**config.mk**
```make
export PLATFORM = sky130hd
export DESIGN_NAME = mic_lane
export DESIGN_NICKNAME = d
export VERILOG_FILES = /design/src/sv/mic_pkg.sv /design/src/sv/mic_lane.sv
export SDC_FILE = /design/constraint.sdc
export NUM_CORES = 2
export LEC_CHECK = 0
export BUFFER_PORTS_ARGS = -buffer_cell sky130_fd_sc_hd__clkbuf_2
export CAP_MARGIN = 20
export CELL_PAD_IN_SITES_DETAIL_PLACEMENT = 1
export CELL_PAD_IN_SITES_GLOBAL_PLACEMENT = 1
export CORE_AREA = 4 4 339 341
export CTS_CLUSTER_DIAMETER = 200
export DETAILED_ROUTE_END_ITERATION = 10
export DIE_AREA = 0 0 343 345
export GPL_ROUTABILITY_DRIVEN = 0
export PLACE_DENSITY_LB_ADDON = 0.1
export SLEW_MARGIN = 20
export SYNTH_ARGS = -nofsm -noshare
export SYNTH_HDL_FRONTEND = slang
export SYNTH_SLANG_ARGS = --single-unit
```
**constraint.sdc**
```tcl
create_clock -name clk -period 24.5 [get_ports clk]
set_clock_uncertainty 0.1 [all_clocks]
set_input_delay 7.35 -clock clk [delete_from_list [all_inputs] [get_ports clk]]
set_output_delay 7.35 -clock clk [all_outputs]
set_load 0.03 [all_outputs]
```
**src/sv/mic_pkg.sv**
```systemverilog
// ----------------------------------------------------------------------------
// mic_pkg: shared types and constants for the magnetometer iron calibration
// Widths, Q16 hard-iron offsets and soft-iron matrices of both sensors.
// ----------------------------------------------------------------------------
package mic_pkg;

  localparam int RAW_W             = 16;   // raw sample width
  localparam int CW                = 30;   // scaled Q16 sample with offset
  localparam int COEF_W            = 18;   // Q16 matrix coefficient
  localparam int PROD_W            = CW + COEF_W;
  localparam int ACC_W             = PROD_W; // row sum stays well inside
  localparam int ACC_FRAC          = 32;
  localparam int OUT_W             = 24;
  localparam int SQ_W              = 2 * OUT_W - 1;
  localparam int MAG_W             = 24;
  localparam int SUM_W             = 2 * MAG_W;
  localparam int REM_W             = MAG_W + 2;
  localparam int NUM_AXES          = 3;
  localparam int OUT_FRAC_BITS_DEF = 10;

  localparam logic signed [CW-1:0]    Q_SCALE     = 30'sd9830;
  localparam logic signed [ACC_W-1:0] ACC_OUT_MAX = 48'sd8388607;
  localparam logic signed [ACC_W-1:0] ACC_OUT_MIN = -48'sd8388608;

  typedef logic signed [CW-1:0]    axis_t;
  typedef logic signed [OUT_W-1:0] field_t;
  typedef logic        [SQ_W-1:0]  square_t;

  typedef struct packed {
    logic valid;
    logic sel;
  } mic_ctl_t;

  // Hard-iron offsets, Q16 uT, indexed [sensor][axis]
  localparam logic signed [CW-1:0] HARD_IRON [2][NUM_AXES] = '{
    '{-30'sd131072,  30'sd98304,  -30'sd196608},
    '{ 30'sd65536,  -30'sd163840,  30'sd131072}
  };

  // Soft-iron matrices, Q16, indexed [sensor][row][column]
  localparam logic signed [COEF_W-1:0] SOFT_IRON [2][NUM_AXES][NUM_AXES] = '{
    '{ '{18'sd66847,  18'sd655,   18'sd328},
       '{18'sd655,    18'sd64225, 18'sd524},
       '{18'sd328,    18'sd524,   18'sd68813} },
    '{ '{18'sd64881, -18'sd1311,  18'sd655},
       '{-18'sd1311,  18'sd67502, -18'sd328},
       '{18'sd655,   -18'sd328,   18'sd63570} }
  };

endpackage

```
**src/sv/mic_lane.sv**
```systemverilog
// ----------------------------------------------------------------------------
// mic_lane: one soft-iron matrix row
// Multiplies the scaled sample by one matrix row, rounds, saturates and
// squares the resulting axis for the magnitude.
// ----------------------------------------------------------------------------
module mic_lane #(
  parameter int OUT_FRAC_BITS = mic_pkg::OUT_FRAC_BITS_DEF,
  parameter int ROW           = 0
) (
  input  logic              clk,
  input  logic              rst_n,
  input  mic_pkg::mic_ctl_t ctl_i,
  input  mic_pkg::axis_t    c_i [mic_pkg::NUM_AXES],
  output logic              valid_o,
  output mic_pkg::field_t   field_o,
  output mic_pkg::square_t  sq_o
);
  import mic_pkg::*;

  localparam int SH = ACC_FRAC - OUT_FRAC_BITS;
  localparam logic signed [ACC_W-1:0] HALF = ACC_W'(1) <<< (SH - 1);

  logic signed [PROD_W-1:0] prod_r [NUM_AXES];
  logic signed [PROD_W-1:0] prod_nxt [NUM_AXES];
  logic                     va_r, vb_r, vc_r;
  field_t                   field_r, field_nxt, field_c_r;
  square_t                  sq_r, sq_nxt;
  logic signed [ACC_W-1:0]  acc;
  logic signed [ACC_W-1:0]  shifted;
  logic signed [2*OUT_W-1:0] sq_full;

  // products of this row
  always_comb begin
    for (int j = 0; j < NUM_AXES; j++) begin
      prod_nxt[j] = PROD_W'(c_i[j]) * PROD_W'(SOFT_IRON[ctl_i.sel][ROW][j]);
    end
  end

  // sum, round to nearest (ties up), saturate
  always_comb begin
    acc     = prod_r[0] + prod_r[1] + prod_r[2] + HALF;
    shifted = acc >>> SH;
    if (shifted > ACC_OUT_MAX) begin
      field_nxt = field_t'(ACC_OUT_MAX);
    end else if (shifted < ACC_OUT_MIN) begin
      field_nxt = field_t'(ACC_OUT_MIN);
    end else begin
      field_nxt = shifted[OUT_W-1:0];
    end
  end

  always_comb begin
    sq_full = (2*OUT_W)'(field_r) * (2*OUT_W)'(field_r);
    sq_nxt  = sq_full[SQ_W-1:0];
  end

  always_ff @(posedge clk) begin
    if (!rst_n) begin
      va_r <= 1'b0;
      vb_r <= 1'b0;
      vc_r <= 1'b0;
    end else begin
      va_r <= ctl_i.valid;
      vb_r <= va_r;
      vc_r <= vb_r;
    end
  end

  always_ff @(posedge clk) begin
    prod_r    <= prod_nxt;
    field_r   <= field_nxt;
    field_c_r <= field_r;
    sq_r      <= sq_nxt;
  end

  assign valid_o = vc_r;
  assign field_o = field_c_r;
  assign sq_o    = sq_r;

endmodule

```
# Yosys cells after proc, flatten, opt, wreduce, memory -nomap -nowiden
# Cells that the tools add are included.
[totals]
reg_bits = 242
wordCells = 24
[classes]
addsub = 3
mul = 4
magnitude_cmp = 3
n_mux = 4
n_bitwise = 1
[ops]
columns = ["op", "n"]
rows = [
  ["$mux 162", 2],
  ["$mux 161", 1],
  ["$mul 30x18->48", 3],
  ["$add 48x48->48", 2],
  ["$add 48x23->48 const B", 1],
  ["$mul 24x24->47", 1],
  ["$gt 26x24->1 const B", 1],
  ["$lt 26x24->1 const B", 1],
  ["$mux 24", 1],
  ["$ge 2x2->1 const B", 1],
  ["$not 1->2", 1],
]

# Longest topological paths before layout
[depth]
word_depth = 5
depth_mapped = 29
depth_no_buf = 26

# Least setup slack after synthesis
# Ideal clock, no wire load.
[synth_path]
kind = "input to register"
startpoint = "input port ctl_i[0] in the netlist's numbering"
endpoint = "register prod_r[95] in the netlist's numbering"
arrival_ns = 13.736
slack_ns = 10.542
cell_stages = 26
n_path_buf = 3
cell_sequence = "clkbuf_1 clkbuf_1 clkbuf_1 nand2_1 inv_1 ha_1 inv_1 fa_1 fa_1 inv_1 fa_1 inv_1 fa_1 inv_1 fa_1 ha_1 a21o_1 a21oi_2 o221ai_2 or4_4 o211ai_2 o211ai_2 a21oi_2 a211oi_2 a21o_1 a311o_1"
[synth_lines]
columns = ["element", "line", "source"]
rows = [
  ["start, declared", "mic_lane.sv:12", "input mic_pkg::mic_ctl_t ctl_i,"],
  ["end signal, assigned", "mic_lane.sv:70", "prod_r <= prod_nxt;"],
  ["end, declared", "mic_lane.sv:23", "logic signed [PROD_W-1:0] prod_r [NUM_AXES];"],
]

==> out/summary.md <==
## Timing
* final sum of negative setup slack: 0 ps
* setup repair after global routing missed its margin: false
* maximum clock frequency: 69.2 MHz
* Final period util: 59.0%
* post-route setup slack: 10050 ps
* fin crit period: 14450 ps
* Tightest Pin Transition: 1140 ps
* number of slew-limit violations in the final report: 0
* Slew Limit Headroom: 24.2%
* number of failing hold endpoints at the final stage: 0
* final count of negative-setup-slack endpoints: 0

## CTS
* number of buffers added to fix hold violations after cts: 0
* number of buffers inserted during clock tree synthesis: 35
* H-tree levels: 2
* deepest clock path buffer count: 3
* Reg clk slew, reported paths: 60 ps
* clock tree sinks: 240
* CTS tree: done
* clock insertion delay at the later pin of the skew report: 620 ps
* # resized after CTS: 0
* number of buffers inserted by post-CTS setup repair: 0
* buffer cell driving the clock tree root: sky130_fd_sc_hd__clkbuf_16

## GRT
* largest net degree at the start of global routing: 73
* initial antenna violation count: 6
* Global Route Usage Sum: 30.2%
* remaining global-route overflow: 0
* via count of the first global-routing pass: 52000
* wire length of the first global-routing pass: 278000 um

## Floorplan
* initial standard-cell utilization of the core: 56.5%
* core box area: 112000 um^2
* Die Footprint: 118000 um^2
* vertical die dimension: 345 um
* Placement Rows: 123
* ports placed on the boundary: 166
* width of the die: 343 um

## Critical path
* CP Capture Type: register
* maximum fanout count along the critical path: 37
* required time of the worst setup path: 24840 ps
* critical path arrival: 14790 ps
* CP startpoint kind: input pin
* startpoint of the worst-slack reg-to-reg timing path: field_r[12]
* critical path start-end classification: input pin to register
* origin of the worst setup path: ctl_i[0]

## Synthesis
* Synth Warn #: 0
* EDFF count, synth: 0
* post-synthesis async set-or-reset flop share: 0%
* Unique masters post-synth: 82
* synthesized area divided by synthesized cell count: 10.1 um^2
* cell count after synthesis: 6238
* flop and latch count out of synthesis: 240
* synthesized cell area: 63200 um^2
* register area share after synthesis: 7.60%
* Post-synth top flop: sky130_fd_sc_hd__dfxtp_1

## Hold path
* classification of the worst-slack hold path: register to register
* Min-Delay Startpoint: field_r[8]

## Cells and area
* Layout Nets: 8787
* Filler Cells Inserted: 12400
* fraction of layout cells with a size suffix above 1: 5.15%
* post-layout instance area: 67000 um^2
* Finished Core Util: 59.9%
* area growth from synthesis to layout: 6.07%

## Routing
* drt first pass iters: 6
* routed via count: 42700
* DR WL/cell: 21.5 um
* number of nets with antenna violations after routing: 0
* # DRC: 0
* wirelength, routed: 171000 um
* via density per instance: 5.39
* DR iter-0 viols: 1898

## Run
* maximum capacitance violations: 0

## Place
* hpwl dp: 150000 um
* pre-CTS worst setup slack: 9590 ps
* quantity of I/O buffers inserted on ports: 164
* area of placed instances: 65900 um^2

## Status
* status: completed

metrics by stage:
stage / hold WS, ps / cells
2_1_floorplan: 247 / 6301
4_1_cts: 260 / 7925
3_3_place_gp: 242 / 7863
6_report: 259 / 7931
5_1_grt: 269 / 7926
3_5_place_dp: 248 / 7863
per-layer routing:
layer	global-route usage [%]	part of all wire, %	vias to the layer above
met1	36.4	39	22400
li1	-	-	19000
met5	0	0.0059	-
met4	12.3	4.8	2
met3	3.15	4.0	392
met2	55.0	52	980
final cells by class:
| class | instances | area, um^2 | area share [%] |
|---|---|---|---|
| Antenna cell | 6 | 15.0 | 0.0224 |
| Clock buffer | 43 | 946 | 1.41 |
| Clock inverter | 19 | 230 | 0.343 |
| Inverter | 1712 | 6430 | 9.58 |
| Multi-Input combinational cell | 4218 | 51700 | 77.1 |
| Sequential cell | 240 | 4800 | 7.17 |
| Tap cell | 1500 | 1880 | 2.80 |
| Timing Repair Buffer | 193 | 1040 | 1.56 |
cells in the mapped netlist (13+ instances only):
master / instances / area, um^2
sky130_fd_sc_hd__nand2_1: 377 / 1420
sky130_fd_sc_hd__inv_1: 1711 / 6420
sky130_fd_sc_hd__or2_2: 43 / 269
sky130_fd_sc_hd__xor2_1: 64 / 561
sky130_fd_sc_hd__nor2b_1: 94 / 588
sky130_fd_sc_hd__fa_1: 1565 / 31300
sky130_fd_sc_hd__ha_1: 728 / 9110
sky130_fd_sc_hd__o211ai_1: 17 / 128
sky130_fd_sc_hd__nor2_1: 167 / 627
sky130_fd_sc_hd__nor3_1: 26 / 130
sky130_fd_sc_hd__dfxtp_1: 240 / 4800
sky130_fd_sc_hd__o21a_1: 50 / 375
sky130_fd_sc_hd__a211oi_1: 14 / 105
sky130_fd_sc_hd__and2_1: 144 / 901
sky130_fd_sc_hd__o21ai_0: 111 / 556
sky130_fd_sc_hd__xnor2_1: 141 / 1230
sky130_fd_sc_hd__a21oi_1: 177 / 886
sky130_fd_sc_hd__nand3_1: 39 / 195
sky130_fd_sc_hd__a21o_1: 111 / 833
sky130_fd_sc_hd__a31oi_1: 18 / 113
sky130_fd_sc_hd__and3_1: 25 / 156
sky130_fd_sc_hd__nand4_1: 18 / 113
sky130_fd_sc_hd__or3_1: 13 / 81.3
sky130_fd_sc_hd__nand2b_1: 60 / 375
sky130_fd_sc_hd__o21bai_1: 26 / 195
sky130_fd_sc_hd__clkbuf_1: 117 / 439
kinds of logic after synthesis:
logic type      after synthesis  synth area share (%)
flops                       240                  7.60
compound gates              614                  6.44
buf+inv                    1843                  11.0
simple gates               1034                  8.04
mux                           7                 0.113
other cells                   2                0.0119
xor+xnor                    205                  2.84
fa+ha+maj                  2293                  64.0
flip-flops by register name, indices dropped and copies added, names as in the netlist:
register and cells:
vb_r 1, prod_r 144, sq_o 46, field_o 23
valid_o 1, va_r 1, field_r 24
cell usage in the layout, fill, tap and decap left out, types with 65 or more instances in the layout:
cell | Yosys | final
sky130_fd_sc_hd__a21oi_1 | 177 | 177
sky130_fd_sc_hd__conb_1 | 2 | 65
sky130_fd_sc_hd__nor2_1 | 167 | 167
sky130_fd_sc_hd__nand2_1 | 377 | 377
sky130_fd_sc_hd__o21ai_0 | 111 | 111
sky130_fd_sc_hd__ha_1 | 728 | 728
sky130_fd_sc_hd__and2_1 | 144 | 144
sky130_fd_sc_hd__nor2b_1 | 94 | 94
sky130_fd_sc_hd__xnor2_1 | 141 | 141
sky130_fd_sc_hd__fa_1 | 1565 | 1565
sky130_fd_sc_hd__clkbuf_2 | 0 | 163
sky130_fd_sc_hd__dfxtp_1 | 240 | 240
sky130_fd_sc_hd__a21o_1 | 111 | 111
sky130_fd_sc_hd__inv_1 | 1711 | 1710
path summary, 6_finish.rpt:
path | endpoint | cells past startpoint | slack [ps]
setup / recovery | prod_r[143] | 25 | 10050
hold / removal | field_o[8] | 0 | 260
setup reg to reg | sq_o[46] | 26 | 16030
hold reg to reg | field_o[8] | 0 | 260
critical path, cell delays in order:
cell and delay [ps]:
sky130_fd_sc_hd__buf_6 180, sky130_fd_sc_hd__inv_2 70, sky130_fd_sc_hd__buf_4 360, sky130_fd_sc_hd__buf_4 490
sky130_fd_sc_hd__nand2_1 270, sky130_fd_sc_hd__fa_1 540, sky130_fd_sc_hd__fa_1 520, sky130_fd_sc_hd__fa_1 520
sky130_fd_sc_hd__inv_1 60, sky130_fd_sc_hd__fa_1 540, sky130_fd_sc_hd__inv_1 50, sky130_fd_sc_hd__fa_1 470
sky130_fd_sc_hd__inv_1 50, sky130_fd_sc_hd__fa_1 430, sky130_fd_sc_hd__ha_1 360, sky130_fd_sc_hd__a21oi_1 200
sky130_fd_sc_hd__o21bai_1 90, sky130_fd_sc_hd__a21o_1 180, sky130_fd_sc_hd__a21oi_1 310, sky130_fd_sc_hd__a31oi_1 290
sky130_fd_sc_hd__nor4_1 410, sky130_fd_sc_hd__o21ai_0 260, sky130_fd_sc_hd__a41oi_1 400, sky130_fd_sc_hd__mux2i_1 230
sky130_fd_sc_hd__nand4_1 100
Power is not shown: default switching activity piles up to over one toggle a cycle in this logic, so the estimate is an artifact.
