### src/sv/mic_pkg.sv
// ----------------------------------------------------------------------------
// mic_pkg: shared types and constants for the magnetometer iron calibration
// Widths, Q16 hard-iron offsets and soft-iron matrices of both sensors.
// ----------------------------------------------------------------------------
package mic_pkg;

  localparam int RAW_W             = 16;   // raw sample width
  localparam int CW                = 30;   // scaled Q16 sample with offset
  localparam int COEF_W            = 18;   // Q16 matrix coefficient
  localparam int PROD_W            = CW + COEF_W;
  localparam int ACC_W             = PROD_W; // row sum stays well inside
  localparam int ACC_FRAC          = 32;
  localparam int OUT_W             = 24;
  localparam int SQ_W              = 2 * OUT_W - 1;
  localparam int MAG_W             = 24;
  localparam int SUM_W             = 2 * MAG_W;
  localparam int REM_W             = MAG_W + 2;
  localparam int NUM_AXES          = 3;
  localparam int OUT_FRAC_BITS_DEF = 10;

  localparam logic signed [CW-1:0]    Q_SCALE     = 30'sd9830;
  localparam logic signed [ACC_W-1:0] ACC_OUT_MAX = 48'sd8388607;
  localparam logic signed [ACC_W-1:0] ACC_OUT_MIN = -48'sd8388608;

  typedef logic signed [CW-1:0]    axis_t;
  typedef logic signed [OUT_W-1:0] field_t;
  typedef logic        [SQ_W-1:0]  square_t;

  typedef struct packed {
    logic valid;
    logic sel;
  } mic_ctl_t;

  // Hard-iron offsets, Q16 uT, indexed [sensor][axis]
  localparam logic signed [CW-1:0] HARD_IRON [2][NUM_AXES] = '{
    '{-30'sd131072,  30'sd98304,  -30'sd196608},
    '{ 30'sd65536,  -30'sd163840,  30'sd131072}
  };

  // Soft-iron matrices, Q16, indexed [sensor][row][column]
  localparam logic signed [COEF_W-1:0] SOFT_IRON [2][NUM_AXES][NUM_AXES] = '{
    '{ '{18'sd66847,  18'sd655,   18'sd328},
       '{18'sd655,    18'sd64225, 18'sd524},
       '{18'sd328,    18'sd524,   18'sd68813} },
    '{ '{18'sd64881, -18'sd1311,  18'sd655},
       '{-18'sd1311,  18'sd67502, -18'sd328},
       '{18'sd655,   -18'sd328,   18'sd63570} }
  };

endpackage

### src/sv/mic_merge.sv
// ----------------------------------------------------------------------------
// mic_merge: magnitude merge stage
// Sums the lane squares and takes the floor square root, one result bit
// per pipeline stage, carrying the axis values alongside.
// ----------------------------------------------------------------------------
module mic_merge (
  input  logic                   clk,
  input  logic                   rst_n,
  input  logic                   valid_i,
  input  mic_pkg::field_t        field_i [mic_pkg::NUM_AXES],
  input  mic_pkg::square_t       sq_i [mic_pkg::NUM_AXES],
  output logic                   valid_o,
  output mic_pkg::field_t        field_o [mic_pkg::NUM_AXES],
  output logic [mic_pkg::MAG_W-1:0] mag_o
);
  import mic_pkg::*;

  logic [SUM_W-1:0] n_r    [MAG_W+1];
  logic [REM_W-1:0] rem_r  [MAG_W+1];
  logic [MAG_W-1:0] root_r [MAG_W+1];
  logic             v_r    [MAG_W+1];
  field_t           f_r    [MAG_W+1][NUM_AXES];

  logic [SUM_W-1:0] n_nxt    [MAG_W+1];
  logic [REM_W-1:0] rem_nxt  [MAG_W+1];
  logic [MAG_W-1:0] root_nxt [MAG_W+1];

  // stage 0 loads the sum of squares; stage i+1 settles one root bit
  always_comb begin
    logic [REM_W-1:0] rem_sh;
    logic [REM_W-1:0] trial;
    n_nxt[0]    = SUM_W'(sq_i[0]) + SUM_W'(sq_i[1]) + SUM_W'(sq_i[2]);
    rem_nxt[0]  = '0;
    root_nxt[0] = '0;
    rem_sh      = '0;
    trial       = '0;
    for (int i = 0; i < MAG_W; i++) begin
      rem_sh = {rem_r[i][REM_W-3:0], n_r[i][2*(MAG_W-1-i) +: 2]};
      trial  = {root_r[i], 2'b01};
      n_nxt[i+1] = n_r[i];
      if (rem_sh >= trial) begin
        rem_nxt[i+1]  = rem_sh - trial;
        root_nxt[i+1] = {root_r[i][MAG_W-2:0], 1'b1};
      end else begin
        rem_nxt[i+1]  = rem_sh;
        root_nxt[i+1] = {root_r[i][MAG_W-2:0], 1'b0};
      end
    end
  end

  always_ff @(posedge clk) begin
    if (!rst_n) begin
      for (int i = 0; i <= MAG_W; i++) begin
        v_r[i] <= 1'b0;
      end
    end else begin
      v_r[0] <= valid_i;
      for (int i = 0; i < MAG_W; i++) begin
        v_r[i+1] <= v_r[i];
      end
    end
  end

  always_ff @(posedge clk) begin
    n_r    <= n_nxt;
    rem_r  <= rem_nxt;
    root_r <= root_nxt;
    f_r[0] <= field_i;
    for (int i = 0; i < MAG_W; i++) begin
      f_r[i+1] <= f_r[i];
    end
  end

  assign valid_o = v_r[MAG_W];
  assign field_o = f_r[MAG_W];
  assign mag_o   = root_r[MAG_W];

endmodule

### config.mk
export PLATFORM = sky130hd
export DESIGN_NAME = mic_merge
export DESIGN_NICKNAME = d
export VERILOG_FILES = /design/src/sv/mic_pkg.sv /design/src/sv/mic_merge.sv
export SDC_FILE = /design/constraint.sdc
export NUM_CORES = 2
export LEC_CHECK = 0
export BUFFER_PORTS_ARGS = -buffer_cell sky130_fd_sc_hd__buf_4
export CAP_MARGIN = 5
export CORE_MARGIN = 1
export CORE_UTILIZATION = 50
export DETAILED_ROUTE_END_ITERATION = 8
export GPL_ROUTABILITY_DRIVEN = 0
export HOLD_SLACK_MARGIN = 0.06
export MAX_ROUTING_LAYER = met4
export PLACE_DENSITY_LB_ADDON = 0.1
export REMOVE_ABC_BUFFERS = 1
export SLEW_MARGIN = 20
export SYNTH_ARGS = -nofsm -noshare
export SYNTH_HDL_FRONTEND = slang
export SYNTH_SLANG_ARGS = --single-unit
### constraint.sdc
create_clock -name clk -period 8 [get_ports clk]
set_input_delay 0.4 -clock clk [delete_from_list [all_inputs] [get_ports clk]]
set_output_delay 0.4 -clock clk [all_outputs]
set_load 0.05 [all_outputs]
Yosys cells after proc, flatten, opt, wreduce, memory -nomap -nowiden
Memories as Yosys holds them, arrays and structs flattened.
Cells that the tools add are included.
{"block": "word_totals", "reg_bits": 1431, "latch_bits": 0, "ram_bits": 1825, "rom_bits": 0, "input_bits": 216, "output_inout_bits": 97, "elab_cells": 222, "mem_count": 2}
{"block": "op_classes", "add_sub_neg": 25, "n_mul": 0, "div_mod_pow": 0, "n_lt_le_gt_ge": 24, "eq_ne": 0, "n_shift": 0, "mux": 74, "n_bitwise": 25, "n_reduce_logical": 0}
{"memory": "f_r", "depth": 25, "width": 72, "rd": 25, "rd_clocked_by_memory_dff": 0, "write_ports": 25, "line_no": "mic_merge.sv:22", "source": "field_t f_r [MAG_W+1][NUM_AXES];"}
{"memory": "v_r", "depth": 25, "width": 1, "rd": 25, "rd_clocked_by_memory_dff": 0, "write_ports": 25, "line_no": "mic_merge.sv:21", "source": "logic v_r [MAG_W+1];"}
{"cell": "24-bit 2-to-1 mux", "count": 22}
{"cell": "1-bit 2-to-1 mux", "count": 51}
{"cell": "47-bit by 47-bit adder with 48-bit output", "count": 1}
{"cell": "48-bit by 47-bit adder with 48-bit output", "count": 1}
{"cell": "26-bit by 10-bit greater-or-equal comparator with 1-bit output", "count": 1}
{"cell": "26-bit by 11-bit greater-or-equal comparator with 1-bit output", "count": 1}
{"cell": "26-bit by 12-bit greater-or-equal comparator with 1-bit output", "count": 1}
{"cell": "26-bit by 13-bit greater-or-equal comparator with 1-bit output", "count": 1}
{"cell": "26-bit by 14-bit greater-or-equal comparator with 1-bit output", "count": 1}
{"cell": "26-bit by 15-bit greater-or-equal comparator with 1-bit output", "count": 1}
{"cell": "26-bit by 16-bit greater-or-equal comparator with 1-bit output", "count": 1}
{"cell": "26-bit by 17-bit greater-or-equal comparator with 1-bit output", "count": 1}
{"cell": "26-bit by 18-bit greater-or-equal comparator with 1-bit output", "count": 1}
{"cell": "26-bit by 19-bit greater-or-equal comparator with 1-bit output", "count": 1}
{"cell": "26-bit by 20-bit greater-or-equal comparator with 1-bit output", "count": 1}
{"cell": "26-bit by 21-bit greater-or-equal comparator with 1-bit output", "count": 1}
{"cell": "26-bit by 22-bit greater-or-equal comparator with 1-bit output", "count": 1}
{"cell": "26-bit by 23-bit greater-or-equal comparator with 1-bit output", "count": 1}
{"cell": "26-bit by 24-bit greater-or-equal comparator with 1-bit output", "count": 1}
{"cell": "26-bit by 25-bit greater-or-equal comparator with 1-bit output", "count": 1}
{"cell": "26-bit by 3-bit greater-or-equal comparator with 1-bit output", "count": 1}
{"cell": "26-bit by 4-bit greater-or-equal comparator with 1-bit output", "count": 1}
{"cell": "26-bit by 5-bit greater-or-equal comparator with 1-bit output", "count": 1}
{"cell": "26-bit by 6-bit greater-or-equal comparator with 1-bit output", "count": 1}
{"cell": "29 further kinds", "count": 53}

Depth between registers and ports, before layout
{"block": "depth", "word_depth": 2, "mapped_depth": 15, "ltp_nobuf": 15}

Worst setup path before layout
Ideal clock, no wire load.
{"block": "synth_timing", "kind": "input to register", "start": "input port sq_i[1] (netlist name)", "end": "register n_r, in the netlist n_nxt[1149]", "setup_ps": 72, "t_arrival_ps": 3303, "t_required_ps": 7928, "path_slack_ps": 4625, "cell_stages": 13, "path_buffers": 0, "cell_sequence": "fa_1 ha_1 inv_1 fa_1 nand2b_1 a21oi_1 a2111oi_0 o31a_1 o31a_1 o21ai_1 nand2_1 o31ai_1 xor2_1"}
{"element": "start: declaration", "line_no": "mic_merge.sv:11", "source": "input mic_pkg::square_t sq_i [mic_pkg::NUM_AXES],"}
{"element": "end signal: assignment", "line_no": "mic_merge.sv:65", "source": "n_r <= n_nxt;"}
{"element": "end: declaration", "line_no": "mic_merge.sv:18", "source": "logic [SUM_W-1:0] n_r [MAG_W+1];"}

==> flow_summary.ini <==
[setup_path]
path_cells = dlygate4sd3_1 > buf_4 > fa_1 > dlygate4sd3_1 > ha_1 > nand3_1 > o2111ai_1 > a41oi_1 > o211ai_1 > o21ai_0 > o31a_1 > o21ai_1 > a211oi_1 > xnor2_1
crit_required_ps = 8820
crit_family = compound AO/OA/AOI/OAI gates
arrival_ps = 5240
rr_startpoint = root_r[264]
slowest_stage = a41oi_1
r2r_cells = 11
crit_path_frequent_cell = dlygate4sd3_1
cp_max_fo = 5
reg2reg_slack_ps = 4450
startpoint = sq_i[52]
path_class = input pin to register
slowest_delay_ps = 830
startpoint_type = input pin
path_buf_inv = 3
worst-path-stages = 14
critPathCaptureType = register

[placement]
dpl.hpwl_um = 92500
pre_cts_ws_ps = 3580
place_inst = 9604
port_buffers = 312

[final_layout]
fin_cells = 10300
fin_nets = 8365
fillers = 14100
area_growth_pct = 18.4
layout-drive-gt1-share_pct = 11.7

[detailed_routing]
avgRoutedWirePerCell_um = 13.2
first_pass_iters = 6
first_iter_violations = 1997
vias = 48100
drc_errors = 0
viasPerCell = 4.67
drt_wl_total_um = 136000
drtAntennaViolNets = 0

[timing]
slew_violations = 0
rsz0062_at_grt = no
fmax_ghz = 0.226
fin_tns_setup_ps = 0
slew_headroom_pct = 35.2
timing.final.crit_period_ps = 4420
tightestPinTransition_ps = 959
hold_viol_final = 0
min_period_over_period_pct = 55.3
clock_skew_ps = 66.0
finalSetupViolations = 0
fin_ws_ps = 3580

[logic_synthesis]
synth_cell_types = 98
synthesis.area_um2 = 90600
ys_async_sr_fraction_pct = 0
synth-seq-cells = 3233
yosysTopAreaCell = dfxtp_1
synth.area.top_cells = dfxtp_1, ha_1, xnor2_1
synth_flop_cell = dfxtp_1
synth_warnings = 0
syn_inst = 7085
synth_top_area_share_pct = 71.5
synth_edf_count = 0
syn_area_per_cell_um2 = 12.8
yosysSeqAreaShare_pct = 71.5

[floorplanning]
dieHeight_um = 428
row_count = 155
coreArea_um2 = 179000
die_area_um2 = 183000
die_x_um = 428
io_pins = 313
initial_core_util_pct = 50.5

[pwr]
power.share.clock_pct = 34.0
p_per_area_nw_per_um2 = 401
p_leak_uw = 0.0484
finalPower_uw = 43000
p_seq_share_pct = 49.0
p_int_uw = 32000
switching_power_uw = 11100
vdd.ir_drop.worst_mv = 0.228
switching_share_pct = 25.7
combinationalPowerShare_pct = 17.0

[clocking]
clkSinkCount = 3233
clock_latency_ps = 900
cts.htree.levels = 5
clk_pin_slew_worst_paths_ps = 60
cts_buffers = 320
cts_max_path_buffers = 4
cts_tree = done
cts-root-buf = clkbuf_16
cts_resized = 0

[min_path]
worstHoldStart = sq_i[100]
hp-class = input pin to register
holdPathStages = 4

[run]
maxCapViolCount = 0

[grt]
grt_pass1_vias = 48000
grt_pass1_wl_um = 222000
grt-ovfl-total = 0
track_usage_pct = 15.1
antenna_found_initial = 1
grt_start_max_net_pins = 43

[status]
status = finished clean
-- cells in the final DEF (no fill, tap or decap), drive strengths merged, types with 32 or more instances in the layout --
master and n:
o21a 66, ha 369, and2 36, clkbuf 439
nor2 351, and3 36, mux2 72, dfxtp 3233
clkinv 54, buf 323, nand4 51, o31ai 35
xnor2 252, o21ai 240, bufinv 32, inv 416
nor3 110, dlygate4sd3 161, nand2 279, fa 48
nand2b 72, or3 44, xor2 193, a21o 136
a21oi 354, nor4 62, nor2b 55, nand3 82
-- timing repair --
action / CTS / global route
buffers inserted: 0 / 0
endpoints found under the setup margin: 0 / 0
hold endpoints to repair: 117 / 0
hold buffers: 161 / 0
-- registers in the layout, indices dropped and copies added, names as in the netlist --
signal / cells
f_r: 1800
root_r: 276
mag_o: 24
n_nxt: 600
v_r: 25
rem_r: 508
-- metal layers --
| layer | vias to the layer above | share of wire, % | wire length (um) | global-route usage, % |
|---|---|---|---|---|
| met5 | - | 0 | 0 | - |
| met2 | 985 | 50 | 67800 | 26.6 |
| met4 | 0 | 3.7 | 5000 | 6.81 |
| met1 | 21900 | 41 | 56200 | 15.9 |
| met3 | 378 | 4.8 | 6570 | 3.77 |
| li1 | 24900 | - | - | - |
-- tightest hold or removal path: cells and delay by family --
family	cells	cell delay, ps
XOR/XNOR	1	100
buffers and inverters	1	80
adder cells (fa/ha/maj)	2	400
-- through the flow --
| stage | hold slack (ps) | utilization (%) | instance area, um2 |
|---|---|---|---|
| final | 150 | 59.8 | 107000 |
| after CTS | 63.8 | 59.8 | 107000 |
| after global routing | 82.0 | 59.8 | 107000 |
| after global placement | 309 | 53.0 | 95000 |
| after floorplan | 310 | - | 89700 |
| after detailed placement | 312 | 53.0 | 95000 |
-- synth_stat cells (8+ instances only) --
library cell  instances
buf_4                76
a31oi_1              31
nand4_1              51
nand3_1              82
a21o_1              136
or2_2                24
a221oi_1              9
nand2_1             279
nor4_1               58
ha_1                369
or4_1                20
mux2_2               69
nand3b_1             12
nor3b_1              12
and3_1               34
o211ai_1             20
fa_1                 48
nor2b_1              55
and4_1               15
o21bai_1             25
nor3_1              108
nor2_1              351
xor2_1              193
o31ai_1              34
and2_1               35
nand2b_1             72
clkbuf_1             73
a21oi_1             354
o21ai_0             234
o21a_1               66
or3_1                43
xnor2_1             252
o31a_1               13
a211o_1               8
dfxtp_1            3233
inv_1               413
a2111oi_0             9
a211oi_1             20
-- cells by family (layout without fill, tap and decap cells) --
| family | after synthesis | count (layout) | share of synthesized area (%) |
|---|---|---|---|
| buffers and inverters | 574 | 1441 | 2.71 |
| xor gates and xnor gates | 445 | 445 | 4.30 |
| adders and majority gates | 417 | 417 | 6.16 |
| AOI/OAI and AO/OA | 1048 | 1048 | 7.20 |
| DFF | 3233 | 3233 | 71.5 |
| and+or+nand+nor | 1288 | 1288 | 7.17 |
| other | 1 | 2 | 0.00414 |
| muxes | 79 | 79 | 0.981 |
-- power by group through the flow --
stage	logic (uW)	clock network [uW]	registers [uW]
6_report	7300	14600	21100
5_1_grt	8180	15900	21500
4_1_cts	7310	15100	21100
3_5_place_dp	7160	0	21500
3_3_place_gp	7000	0	21400
2_1_floorplan	5570	0	21100
-- final cells by class --
| class | count | area, um2 | share of cell area (%) |
|---|---|---|---|
| diodes | 1 | 2.50 | 0.00233 |
| clock buffers | 439 | 9090 | 8.48 |
| clock inverters | 103 | 1470 | 1.37 |
| inverters | 415 | 1560 | 1.45 |
| multi-input cells | 3278 | 23400 | 21.8 |
| flip-flops and latches | 3233 | 64700 | 60.4 |
| well taps | 2355 | 2950 | 2.75 |
| repair buffers | 484 | 4040 | 3.76 |
-- worst paths after layout --
| check | end |
|---|---|
| max | n_nxt[1150] |
| min | n_nxt[1110] |
| max reg2reg | rem_r[282] |
| min reg2reg | f_r[0][162] |
Note: power is estimated with default switching activity, not from simulation.
